<file path="config.mk">
export PLATFORM = sky130hd
export DESIGN_NAME = rstpc_kinv
export DESIGN_NICKNAME = d
export VERILOG_FILES = /design/src/rstpc_pkg.sv /design/src/rstpc_kinv.sv
export SDC_FILE = /design/constraint.sdc
export NUM_CORES = 2
export LEC_CHECK = 0
export ABC_AREA = 1
export BUFFER_PORTS_ARGS = -buffer_cell sky130_fd_sc_hd__buf_2
export CAP_MARGIN = 20
export CELL_PAD_IN_SITES_DETAIL_PLACEMENT = 0
export CELL_PAD_IN_SITES_GLOBAL_PLACEMENT = 1
export CORE_UTILIZATION = 48
export DETAILED_ROUTE_END_ITERATION = 10
export PLACE_DENSITY = 0.85
export SYNTH_ARGS = -nofsm -noshare
export SYNTH_HDL_FRONTEND = slang
export SYNTH_SLANG_ARGS = --single-unit
</file>
<file path="constraint.sdc">
create_clock -name clk -period 2.1 [get_ports clk]
set_input_delay 0.315 -clock clk [delete_from_list [all_inputs] [get_ports clk]]
set_output_delay 0.315 -clock clk [all_outputs]
set_load 0.1 [all_outputs]
</file>
<file path="src/rstpc_pkg.sv">
// Types and constants shared by the range scan to point cloud modules.
package rstpc_pkg;

	localparam int XW      = 51;	// CORDIC vector width, signed
	localparam int ZW      = 34;	// residual angle width, signed, 2^-32 turn units
	localparam int ANG_W   = 16;	// binary angle units
	localparam int RANGE_W = 24;
	localparam int COORD_W = 25;
	localparam int NUM_W   = 20;
	localparam int VPS_W   = 21;
	localparam int PAW     = 5;

	// Inverse CORDIC gain, Q30
	localparam logic signed [30:0] KINV = 31'sd652032874;

	localparam logic signed [ANG_W-1:0] QUARTER_BAU = 16'sd16384;
	localparam logic signed [ZW-1:0]    HALF_TURN   = 34'sd2147483648;

	localparam logic signed [ZW-1:0] ATAN_TURNS [24] = '{
		34'sd536870912, 34'sd316933406, 34'sd167458907, 34'sd85004756,
		34'sd42667331,  34'sd21354465,  34'sd10679838,  34'sd5340245,
		34'sd2670163,   34'sd1335087,   34'sd667544,    34'sd333772,
		34'sd166886,    34'sd83443,     34'sd41722,     34'sd20861,
		34'sd10430,     34'sd5215,      34'sd2608,      34'sd1304,
		34'sd652,       34'sd326,       34'sd163,       34'sd81
	};

	// Register indexes on the APB port
	localparam logic [2:0] REG_AZ_START = 3'd0;
	localparam logic [2:0] REG_AZ_STEP  = 3'd1;
	localparam logic [2:0] REG_EL_START = 3'd2;
	localparam logic [2:0] REG_EL_STEP  = 3'd3;
	localparam logic [2:0] REG_RANGE_LO = 3'd4;
	localparam logic [2:0] REG_RANGE_HI = 3'd5;
	localparam logic [2:0] REG_COLUMNS  = 3'd6;
	localparam logic [2:0] REG_ROWS     = 3'd7;

	// Sideband that travels with each transaction through the pipeline
	typedef struct packed {
		logic                    vld;
		logic                    good;
		logic                    last;
		logic [NUM_W-1:0]        number;
		logic [ANG_W-1:0]        az;
		logic [ANG_W-1:0]        el;
		logic signed [XW-1:0]    zkeep;
	} side_t;

endpackage

</file>
<file path="src/rstpc_kinv.sv">
// Scale by the inverse CORDIC gain with floor, two partial products over two stages.
module rstpc_kinv import rstpc_pkg::*; (
	input  logic                 clk,
	input  logic                 arst_n,
	input  logic                 adv,
	input  logic signed [XW-1:0] v_in,
	input  side_t                side_in,
	output logic signed [XW-1:0] v_out,
	output side_t                side_out
);

	localparam int LOW_W = 25;
	localparam int PW    = XW - LOW_W + 31;
	localparam int SW    = PW + LOW_W;

	logic signed [XW-LOW_W-1:0] hi;
	logic signed [LOW_W:0]      lo;
	logic signed [PW-1:0]       phi_s1, plo_s1;
	logic signed [SW-1:0]       sum;
	logic signed [XW-1:0]       v_s2;
	side_t                      side_s1, side_s2;

	assign hi = v_in[XW-1:LOW_W];
	assign lo = $signed({1'b0, v_in[LOW_W-1:0]});

	always_ff @(posedge clk) begin
		if (adv) begin
			phi_s1 <= PW'(hi * KINV);
			plo_s1 <= PW'(lo * KINV);
		end
	end

	// floor(v * KINV / 2^30)
	assign sum = (SW'(phi_s1) <<< LOW_W) + SW'(plo_s1);

	always_ff @(posedge clk) begin
		if (adv) begin
			v_s2 <= sum[30+XW-1:30];
		end
	end

	always_ff @(posedge clk or negedge arst_n) begin
		if (!arst_n) begin
			side_s1 <= '0;
			side_s2 <= '0;
		end else if (adv) begin
			side_s1 <= side_in;
			side_s2 <= side_s1;
		end
	end

	assign v_out    = v_s2;
	assign side_out = side_s2;

endmodule

</file>
==> results.py <==
metrics = {
    "timing": {
        "slew_headroom": 0.625,
        "grt_setup_unrepaired": "true",
        "hold-worst-slack_ns": 0.0170,
        "post-route-worst-setup-slack_ns": -3.11,
        "fin_setup_tns_ns": -219.64,
        "setup_viol": 83,
        "worst_slew_pin_slew_ns": 0.567,
        "period_minus_slack_ns": 5.21,
        "timing_hold_violations_final": 0,
        "finalCritPeriodShare": 2.48,
        "achievable-frequency_ghz": 0.192,
        "timing.final.max_slew_violations": 0,
        "clock_skew_ns": 0.0293,
    },
    "min_path": {
        "whs_endpoint": "side_s1[64]",
        "min-delay-path-class": "primary input to flop",
        "hold_start": "side_in[64]",
        "hold_path_depth": 3,
    },
    "logic_synthesis": {
        "synth_area_sq_um": 45000,
        "synth-seq-area-share": 0.208,
        "synthCells": 5419,
        "postSynthAreaPerCell_sq_um": 8.30,
        "synth_warnings": 0,
        "yosys.cell_types.count": 42,
        "postSynthRegisterBits": 347,
        "postSynthNetCount": 6739,
    },
    "floorplanning": {
        "die_x_microns": 308,
        "initial_core_util": 0.488,
        "io_pins": 317,
        "core.rowCount": 111,
        "core_sq_um": 92200,
        "dieArea_sq_um": 95000,
        "die_height_microns": 308,
    },
    "clocking": {
        "root_cell_of_the_clock_tree": "clkbuf_16",
        "clk_path_buf_depth": 3,
        "skew_pair_late_insertion_delay_ns": 0.56,
        "cts-htree-levels": 2,
        "cts-buffers-inserted": 38,
        "cts_tree": "done",
        "cts.clk_slew.worst_paths_ns": 0.06,
        "clock_sinks": 347,
    },
    "global_route": {
        "grt_start_max_net_pins": 73,
        "grt_util_met3": 0.0654,
        "grtUsageMet2": 0.491,
        "antenna_found_initial": 4,
        "gr-usage-met1": 0.457,
        "number_of_global_route_vias_before_repair": 38823,
        "grt_util_all_layers": 0.317,
        "grt_pass1_wl_mm": 225,
        "global_route.overflow_total": 0,
        "grt_busiest_layer": "met2",
    },
    "final_layout": {
        "fill_cells": 7588,
        "finish.net_count": 7876,
        "final_common_cell": "inv_1",
        "post_route_cells_drive_above_1_share": 0.329,
        "multiInputGateArea_sq_um": 34300,
        "final_cell_count_no_fill": 7830,
        "layout.area.seq_sq_um": 9360,
        "utilization": 0.666,
        "layout-area-overhead-vs-synth_pct": 36.6,
        "final_cell_mix": "inv_1 (1,391), nand2_1 (920), buf_4 (642)",
    },
    "worst_setup_path": {
        "r2r_cells": 9,
        "worst-setup-path-type": "primary input to flop",
        "ff2ff_setup_slack_ns": -0.03,
        "crit_arrival_ns": 5.50,
        "cp-start-kind": "primary input",
        "cp_data_required_time_ns": 2.39,
        "crit_path_end_kind": "flop",
        "crit_path_max_fanout": 5,
        "critical_path.reg2reg.startpoint": "plo_s1[40]",
        "timing.rr.end": "v_out[22]",
    },
    "place": {
        "routabilityCongestion": 0.998,
        "port-buffer-count": 316,
        "place_hpwl_mm": 130,
        "dpl.cell_count": 7586,
    },
    "outcome": {
        "violations_in_the_final_reports": "negative setup slack",
        "run_status": "finished with violations",
    },
    "routing": {
        "final_antenna_net_count": 0,
        "dr_total_vias": 38210,
        "post-route-drc-count": 0,
        "drt_pass1_iterations": 7,
        "avgViaCountPerCell": 4.88,
        "detail_route.wirelength_mm": 151,
        "drt_first_iter_violations": 2869,
        "drt-wirelength-per-cell_microns": 19.2,
    },
    "job": {
        "maximum_capacitance_violations": 0,
    },
}
## sequential cells by signal, summed over array words and instances (netlist names)
| name | flops |
|---|---|
| side_out | 106 |
| side_s1 | 106 |
| phi_s1 | 55 |
| plo_s1 | 29 |
| v_out | 51 |
## cells in the mapped netlist (all sizes together)
library cell | count | area, sq um
inv | 1595 | 5990
nand2 | 1216 | 4650
fa | 641 | 12800
ha | 519 | 6490
nor2 | 387 | 1600
dfrtp | 212 | 5310
a21oi | 207 | 1040
edfxtp | 135 | 4050
o21ai | 135 | 676
nand3 | 134 | 716
xor2 | 56 | 490
nand4 | 40 | 250
nor3 | 36 | 258
clkbuf | 31 | 116
o21bai | 17 | 143
buf | 16 | 68.8
xnor2 | 10 | 87.6
and2 | 7 | 46.3
or2 | 7 | 43.8
a21boi | 5 | 37.5
o21a | 4 | 30.0
a21o | 2 | 15.0
nor4 | 2 | 12.5
and3 | 1 | 6.26
clkinv | 1 | 3.75
nand3b | 1 | 7.51
nor3b | 1 | 12.5
o211ai | 1 | 7.51
## how the worst max path moves through the flow
| stage | from | to | slack, ns | cells past startpoint |
|---|---|---|---|---|
| after floorplan | v_in[9] | plo_s1[43] | -3.18 | 21 |
| after global routing | v_in[13] | plo_s1[49] | -3.26 | 25 |
| after CTS | v_in[15] | plo_s1[52] | -3.10 | 22 |
| after detailed placement | v_in[5] | plo_s1[44] | -3.88 | 24 |
| final | v_in[16] | plo_s1[35] | -3.11 | 22 |
| after global placement | v_in[5] | plo_s1[29] | -3.79 | 22 |
## kinds of logic (layout without fill, tap and decap cells)
kind of cell / Yosys count / in the layout / share of synthesized area
compound gates: 371 / 371 / 0.0432
xor+xnor: 66 / 66 / 0.0128
fa+ha+maj: 1160 / 1160 / 0.430
buf+inv: 1643 / 2807 / 0.137
flops: 347 / 347 / 0.208
other cells: 0 / 4 / 0
simple gates: 1832 / 1832 / 0.169
## repair_timing
item | 4_1_cts | 5_1_grt
hold buffers | 87 | 0
setup endpoints to repair | 116 | 119
buffers inserted | 58 | 33
gates resized for setup | 684 | 468
pin swaps | 361 | 327
endpoints found under the hold margin | 139 | 0
## critical path: stages
cell     delay (ns)
buf_12         0.11
fa_2           0.60
inv_2          0.04
fa_1           0.47
fa_1           0.56
inv_2          0.06
fa_2           0.59
fa_2           0.47
fa_1           0.59
fa_2           0.47
ha_4           0.30
nand2_4        0.11
inv_1          0.04
nand2_1        0.07
nand3_2        0.10
nand2_2        0.10
nand2_2        0.08
inv_1          0.07
nand2_2        0.08
inv_1          0.06
nand2_1        0.06
xor2_1         0.15
## final cells by class
type                       count  area share
clock buffer                  53      0.0181
antenna                        4    0.000163
clock inverter                14     0.00179
timing repair buffer        1144       0.146
sequential                   347       0.152
tap                         1243      0.0253
inverter                    1596      0.0988
multi-input combinational   3429       0.558
## per-stage QoR
stage          area [sq um]  worst slack, ns
6_report              61500            -3.11
5_1_grt               61400            -3.26
4_1_cts               59500            -3.10
3_5_place_dp          54300            -3.88
3_3_place_gp          54300            -3.79
2_1_floorplan         46300            -3.18
## metal layers
metal  vias up  share of wire
li1      18321              -
met1     18536           0.45
met2      1163           0.44
met3       188          0.080
met4         2          0.024
met5         -        0.00010
Power is left out: the tool's default activity adds up to more than one toggle a clock period on the data nets, which glitch-free logic cannot reach.
